[src/sv/ule_pkg.sv]
// shared types and codes for the unsorted list engine
// operation and status codes, control bundle from the top level to the cells
// no dependencies
package ule_pkg;

    typedef enum logic [2:0] {
        OP_INSERT   = 3'd0,
        OP_DELETE   = 3'd1,
        OP_RETRIEVE = 3'd2,
        OP_RESET    = 3'd3,
        OP_NEXT     = 3'd4,
        OP_EMPTY    = 3'd5
    } op_t;

    typedef enum logic [1:0] {
        ST_OK        = 2'd0,
        ST_FULL      = 2'd1,
        ST_NOT_FOUND = 2'd2,
        ST_END       = 2'd3
    } status_t;

    typedef struct packed {
        logic ins;
        logic del;
    } cell_ctrl_t;

endpackage

[src/sv/unsorted_list_engine_top.sv]
// top level of the unsorted list engine: handshakes, count, cursor, result register
// instantiates a row of ule_cell, uses ule_pkg
//
//   channel | direction | ports
//   s_      | in        | s_valid s_ready s_operation s_value
//   m_      | out       | m_valid m_ready m_status m_found m_item_out m_length m_full_res
//
// each word is captured into the operation and value registers in S_IDLE; in S_EXEC the row
// of cells compares, chains the first hit and shifts, which also loads the result register
// the next word is taken while a result still waits on m_ready
// a waiting result holds the execute state until m_ready frees the register
// aresetn is synchronous; it clears count, cursor and handshake state, not the cells
module unsorted_list_engine_top #(
    parameter int CAPACITY   = 16,
    parameter int DATA_WIDTH = 32
) (
    input  logic        aclk,
    input  logic        aresetn,
    input  logic        s_valid,
    output logic        s_ready,
    input  logic [2:0]  s_operation,
    input  logic [31:0] s_value,
    output logic        m_valid,
    input  logic        m_ready,
    output logic [1:0]  m_status,
    output logic        m_found,
    output logic [31:0] m_item_out,
    output logic [4:0]  m_length,
    output logic        m_full_res
);

    localparam int CNT_W = $clog2(CAPACITY + 1);
    localparam int IDX_W = $clog2(CAPACITY);

    typedef enum logic {
        S_IDLE,
        S_EXEC
    } state_t;

    state_t                state_reg, state_next;
    logic [2:0]            op_reg, op_next;
    logic [DATA_WIDTH-1:0] val_reg, val_next;
    logic [CNT_W-1:0]      count_reg, count_next;
    logic [CNT_W-1:0]      cursor_reg, cursor_next;
    logic                  m_valid_reg, m_valid_next;
    logic [1:0]            status_reg, status_next;
    logic                  found_reg, found_next;
    logic [31:0]           item_reg, item_next;
    logic [CNT_W-1:0]      len_reg, len_next;

    logic                  exec;
    logic                  not_full;
    logic                  found_any;
    ule_pkg::cell_ctrl_t   ctrl;

    logic [DATA_WIDTH-1:0] cell_data [CAPACITY];
    logic [DATA_WIDTH-1:0] left_in   [CAPACITY];
    logic [DATA_WIDTH-1:0] right_in  [CAPACITY];
    logic [CAPACITY:0]     hit;

    assign s_ready   = (state_reg == S_IDLE);
    assign exec      = (state_reg == S_EXEC) && (!m_valid_reg || m_ready);
    assign not_full  = (count_reg < CNT_W'(CAPACITY));
    assign found_any = hit[CAPACITY];
    assign hit[0]    = 1'b0;

    assign ctrl.ins = exec && (op_reg == ule_pkg::OP_INSERT) && not_full;
    assign ctrl.del = exec && (op_reg == ule_pkg::OP_DELETE);

    genvar gi;
    generate
        for (gi = 0; gi < CAPACITY; gi++) begin : g_cell
            if (gi == 0) begin : g_head
                assign left_in[gi] = val_reg;
            end else begin : g_body
                assign left_in[gi] = cell_data[gi-1];
            end
            if (gi == CAPACITY - 1) begin : g_tail
                assign right_in[gi] = cell_data[gi];
            end else begin : g_inner
                assign right_in[gi] = cell_data[gi+1];
            end

            ule_cell #(
                .DATA_WIDTH(DATA_WIDTH)
            ) u_cell (
                .aclk       (aclk),
                .ctrl       (ctrl),
                .value      (val_reg),
                .left_data  (left_in[gi]),
                .right_data (right_in[gi]),
                .live       (count_reg > CNT_W'(gi)),
                .hit_in     (hit[gi]),
                .data       (cell_data[gi]),
                .hit_out    (hit[gi+1])
            );
        end
    endgenerate

    always_comb begin
        state_next   = state_reg;
        op_next      = op_reg;
        val_next     = val_reg;
        count_next   = count_reg;
        cursor_next  = cursor_reg;
        m_valid_next = m_valid_reg;
        status_next  = status_reg;
        found_next   = found_reg;
        item_next    = item_reg;
        len_next     = len_reg;

        if (m_valid_reg && m_ready) begin
            m_valid_next = 1'b0;
        end

        if (state_reg == S_IDLE) begin
            if (s_valid) begin
                op_next    = s_operation;
                val_next   = DATA_WIDTH'(s_value);
                state_next = S_EXEC;
            end
        end else if (exec) begin
            state_next   = S_IDLE;
            m_valid_next = 1'b1;
            status_next  = ule_pkg::ST_OK;
            found_next   = 1'b0;
            item_next    = '0;
            unique case (op_reg)
                ule_pkg::OP_INSERT: begin
                    cursor_next = '0;
                    if (not_full) begin
                        count_next = count_reg + 1'b1;
                    end else begin
                        status_next = ule_pkg::ST_FULL;
                    end
                end
                ule_pkg::OP_DELETE: begin
                    cursor_next = '0;
                    if (found_any) begin
                        found_next = 1'b1;
                        count_next = count_reg - 1'b1;
                    end else begin
                        status_next = ule_pkg::ST_NOT_FOUND;
                    end
                end
                ule_pkg::OP_RETRIEVE: begin
                    found_next = found_any;
                end
                ule_pkg::OP_RESET: begin
                    cursor_next = '0;
                end
                ule_pkg::OP_NEXT: begin
                    if (cursor_reg < count_reg) begin
                        item_next   = 32'(cell_data[cursor_reg[IDX_W-1:0]]);
                        cursor_next = cursor_reg + 1'b1;
                    end else begin
                        status_next = ule_pkg::ST_END;
                    end
                end
                ule_pkg::OP_EMPTY: begin
                    count_next  = '0;
                    cursor_next = '0;
                end
                default: begin
                end
            endcase
            len_next = count_next;
        end
    end

    always_ff @(posedge aclk) begin
        op_reg     <= op_next;
        val_reg    <= val_next;
        status_reg <= status_next;
        found_reg  <= found_next;
        item_reg   <= item_next;
        len_reg    <= len_next;
        if (!aresetn) begin
            state_reg   <= S_IDLE;
            count_reg   <= '0;
            cursor_reg  <= '0;
            m_valid_reg <= 1'b0;
        end else begin
            state_reg   <= state_next;
            count_reg   <= count_next;
            cursor_reg  <= cursor_next;
            m_valid_reg <= m_valid_next;
        end
    end

    assign m_valid    = m_valid_reg;
    assign m_status   = status_reg;
    assign m_found    = found_reg;
    assign m_item_out = item_reg;
    assign m_length   = 5'(len_reg);
    assign m_full_res = (len_reg == CNT_W'(CAPACITY));

    a_count_bound: assert property (@(posedge aclk) disable iff (!aresetn)
        count_reg <= CNT_W'(CAPACITY))
        else $error("entry count above capacity");

    a_cursor_bound: assert property (@(posedge aclk) disable iff (!aresetn)
        cursor_reg <= count_reg)
        else $error("cursor beyond last entry");

    a_accept_busy: assert property (@(posedge aclk) disable iff (!aresetn)
        (s_valid && s_ready) |=> (state_reg == S_EXEC) && !s_ready)
        else $error("accepted word did not enter execute");

    a_insert_grows: assert property (@(posedge aclk) disable iff (!aresetn)
        ctrl.ins |=> (count_reg == $past(count_reg) + 1'b1) && m_valid)
        else $error("insert did not grow the list");

    a_result_len: assert property (@(posedge aclk) disable iff (!aresetn)
        exec |=> (len_reg == count_reg))
        else $error("reported length differs from count");

endmodule

[src/sv/ule_cell.sv]
// one list cell: holds a single entry, compares it with the search value
// and shifts toward the tail on insert or toward the head on delete
// depends on ule_pkg
module ule_cell #(
    parameter int DATA_WIDTH = 32
) (
    input  logic                   aclk,
    input  ule_pkg::cell_ctrl_t    ctrl,
    input  logic [DATA_WIDTH-1:0]  value,
    input  logic [DATA_WIDTH-1:0]  left_data,
    input  logic [DATA_WIDTH-1:0]  right_data,
    input  logic                   live,
    input  logic                   hit_in,
    output logic [DATA_WIDTH-1:0]  data,
    output logic                   hit_out
);

    logic [DATA_WIDTH-1:0] data_reg;
    logic [DATA_WIDTH-1:0] data_next;
    logic                  match;

    assign match   = live && (data_reg == value);
    assign hit_out = hit_in | match;
    assign data    = data_reg;

    always_comb begin
        data_next = data_reg;
        if (ctrl.ins) begin
            data_next = left_data;
        end else if (ctrl.del && hit_out) begin
            data_next = right_data;
        end
    end

    always_ff @(posedge aclk) begin
        data_reg <= data_next;
    end

endmodule

[config.mk]
export PLATFORM = sky130hd
export DESIGN_NAME = unsorted_list_engine_top
export DESIGN_NICKNAME = d
export VERILOG_FILES = /design/src/sv/ule_pkg.sv /design/src/sv/unsorted_list_engine_top.sv /design/src/sv/ule_cell.sv
export SDC_FILE = /design/constraint.sdc
export NUM_CORES = 2
export LEC_CHECK = 0
export ABC_CLOCK_PERIOD_IN_PS = 6300
export BUFFER_PORTS_ARGS = -buffer_cell sky130_fd_sc_hd__buf_4
export CAP_MARGIN = 15
export CORE_MARGIN = 2
export CORE_UTILIZATION = 45
export CTS_BUF_LIST = sky130_fd_sc_hd__clkbuf_4
export CTS_CLUSTER_DIAMETER = 120
export DETAILED_ROUTE_END_ITERATION = 16
export GPL_TIMING_DRIVEN = 0
export PLACE_DENSITY = 0.64
export SYNTH_ARGS = -nofsm -noshare
export SYNTH_HDL_FRONTEND = slang
export SYNTH_SLANG_ARGS = --single-unit
[constraint.sdc]
create_clock -name aclk -period 6.3 [get_ports aclk]
set_input_delay 0.315 -clock aclk [delete_from_list [all_inputs] [get_ports aclk]]
set_output_delay 0.315 -clock aclk [all_outputs]
set_load 0.01 [all_outputs]
==> metrics.md <==
| Metric | Value |
|---|---|
| Worst Path Class, Setup | register to register |
| Max reg flops | between 500 and 600 |
| Avg WL per Cell | ~33 µm |
| Mean Syn Cell Area | approximately 10 µm² |
| P per Cell Area | roughly 230 mW/mm² |
| RR Endpoint | g_cell[8].u_cell.data[7] |
| Setup TNS | 0 ns |
| Via Count | between 30,000 and 40,000 |
| R2R Path Start | count_reg[4] |
| Via density | roughly 6.3 |
| Sequential fraction of the synthesis area | between 50 and 60% |
| Post-Route WL | 162,200 µm |
| Cells on Worst Hold Path | 4 |
| WHS Endpoint | count_reg[4] |
| Worst Tran Pin Value | around 1.3 ns |
| Hold-fix buffers, CTS | between 70 and 80 |
| Max cap viols | 0 |
| Largest net degree at the start of global routing | 33 |
| CTS Buf Count | approximately 170 |
| Fin Hold WS | approximately 0.23 ns |
| Total grt overflow | 0 |
| R2R Setup Slk | about 1.2 ns |
| Synth Net Count | around 3,400 |
| Cell Area, Synth | 0.03520 mm² |
| Clk sink count | roughly 600 |
| DIE AREA | between 0.08 and 0.09 mm² |
| Worst reg-to-reg path cell count | 7 |
| DR iter-0 viols | 5,444 |
| Clock latency on the worst-skew pair | between 1 and 1.5 ns |
| Final Util | 52.34% |
| FF+latch count, synth | approximately 600 |
| Tcrit/Tclk final | 81.19% |
| First-pass GRT wire length | between 200,000 and 250,000 µm |
| Clock skew | a little over 0.1 ns |
| Primary FF master, synth | edfxtp_1 |
| Placed wire-length estimate | about 120,000 µm |
| CTS clk-pin slew, worst paths | around 0.080 ns |
| CTS root buf | clkbuf_4 |
| DR DRC count | 0 |
| Core Area | 0.07747 mm² |
| H-tree levels | 4 |
| Setup bufs post-CTS | 0 |
| Worst EP required | 6.83 ns |
| Nets | roughly 3,700 |
| # IOs | 82 |
| CP endpoint kind | register |
| Die Ht | 283.7 µm |
| Status | complete, no violations |
| Tot GR Track Use | about 40% |
| CTS tree | done |
| VDD IR max | around 0.16 mV |
| Hold Vio Cnt, Final | 0 |
| Layout cells sized above 1 | between 10% and 20% |
| Fmax | 195.5 MHz |
| Synth unique cells | just under 70 |
| Clk buf depth | 3 |
| IO Port Bufs | between 80 and 90 |
| Startpoint Class | register |
| Post-synth EDFFs | 587 |
| Relative slew margins | 16.59% |
| Pleak | between 15 and 20 nW |
| Async SR Flop Fraction | 0% |
| Post-synthesis cell count | ~3,400 |
| Initial antenna violation count | 18 |
| Syn. warnings | 0 |
| Final ANT Viol Nets | 0 |
| RSZ-0062 raised after global routing | false |
| Worst EP arrival | approximately 5.7 ns |
| Post-CTS resize count | 0 |
| Routability cong. | around 1.1 |
| Initial Utilization | around 45% |
| P&R area growth vs syn | 15.19% |
| Tmin final | around 5.1 ns |
| Row count | 102 |
| Pre-antenna DRT Iters | 6 |
| Die Width | about 280 µm |
| Worst hold start | aresetn |
| Hold Path Class | input pin to register |
| CP max FO | 32 |
| Vias in the first global route | 28,056 |
| Final setup fails | 0 |
| Max-slew violation count | 0 |
[per-stage QoR]
step | setup WS, ns | area (µm²) | cells | total power [mW]
2_1_floorplan | 1.121 | 35200 | 3354 | 5.034
3_3_place_gp | -3.091 | 37110 | 4475 | 5.409
3_5_place_dp | 1.473 | 37570 | 4492 | 5.420
4_1_cts | 1.419 | 40520 | 4874 | 9.191
5_1_grt | 1.130 | 40530 | 4877 | 9.466
6_report | 1.185 | 40550 | 4884 | 9.269
[layout by cell type (no fill, tap or decap), types with 16 or more instances in the layout]
master,netlist,final
nand2_1,1453,1447
edfxtp_1,587,587
xor2_1,262,262
xnor2_1,249,249
clkbuf_4,0,249
mux4_2,160,160
clkbuf_1,131,129
buf_4,31,113
nand4_1,76,76
dlygate4sd3_1,0,75
nor4_1,69,69
clkinv_1,0,40
nor2b_1,38,37
buf_6,33,33
o21ai_0,38,32
nor2_1,25,25
buf_1,23,23
nor3_1,18,18
nand3_1,16,16
[worst max-delay path: stages, from the launching register on]
cell and delay, ns:
dfxtp_1 0.53, clkbuf_1 0.52, nor2_1 0.20, nand3_1 0.60
clkbuf_1 0.63, clkbuf_1 0.53, buf_1 0.72, nand2_2 0.82
[layer usage]
metal	track usage (%)	wire [µm]	share of wire (%)	vias up
met3	16.12	25700	16	545
li1	-	-	-	12353
met5	0	112	0.069	-
met1	52.38	59840	37	14866
met2	54.37	65570	40	2820
met4	23.56	10970	6.8	18
[power breakdown]
| group | total [mW] | internal [mW] | switching, mW | leakage [nW] |
|---|---|---|---|---|
| Combinational | 0.907 | 0.307 | 0.600 | 8.56 |
| Clock | 3.85 | 1.91 | 1.94 | 1.30 |
| Sequential | 4.52 | 4.43 | 0.0826 | 5.44 |
[Yosys cell counts (4+ instances only)]
| cell type | instances | area (µm²) |
|---|---|---|
| nor4_1 | 69 | 431.7 |
| o21ai_0 | 38 | 190.2 |
| nor2_1 | 25 | 93.84 |
| buf_6 | 33 | 371.6 |
| a31oi_1 | 7 | 43.79 |
| buf_1 | 23 | 86.33 |
| nand4_1 | 76 | 475.5 |
| ha_1 | 10 | 125.1 |
| a21o_1 | 5 | 37.54 |
| buf_4 | 31 | 232.7 |
| nor2b_1 | 38 | 237.7 |
| clkbuf_1 | 131 | 491.7 |
| a21oi_1 | 15 | 75.07 |
| nand2_1 | 1453 | 5454 |
| mux4_2 | 160 | 3603 |
| xor2_1 | 262 | 2295 |
| inv_2 | 4 | 15.01 |
| xnor2_1 | 249 | 2181 |
| o31ai_1 | 4 | 30.03 |
| nor3_1 | 18 | 90.09 |
| inv_1 | 15 | 56.30 |
| dfxtp_1 | 12 | 240.2 |
| edfxtp_1 | 587 | 17630 |
| buf_2 | 7 | 35.03 |
| nand2b_1 | 4 | 25.02 |
| nand3_1 | 16 | 80.08 |
[worst max-delay path by stage]
| stage | startpoint | to | cells after the start |
|---|---|---|---|
| final | count_reg[4] | g_cell[8].u_cell.data[7] | 7 |
| after global routing | count_reg[4] | g_cell[8].u_cell.data[28] | 7 |
| after CTS | count_reg[4] | g_cell[8].u_cell.data[28] | 7 |
| after detailed placement | count_reg[4] | g_cell[8].u_cell.data[7] | 7 |
| after global placement | m_ready | g_cell[13].u_cell.data[6] | 7 |
| after floorplan | m_ready | g_cell[13].u_cell.data[0] | 6 |
[kinds of logic after synthesis]
family          after synthesis  share of synthesized area [%]
simple gates               1723                          20.10
compound gates              102                          2.005
mux                         163                          10.33
fa+ha+maj                    10                         0.3555
flops                       599                          50.76
xor+xnor                    511                          12.71
buf+inv                     246                          3.732
[final cells by class]
cell class | instances | area, µm²
multi-input combinational | 2509 | 16110
antenna | 9 | 22.52
tap | 1040 | 1301
timing repair buffer | 174 | 1732
inverter | 20 | 76.32
clock buffer | 249 | 1869
clock inverter | 58 | 329.1
sequential | 599 | 17870
fill | 7127 | 36920
buffer | 226 | 1240
No activity file was read; power rests on OpenSTA's default activity.
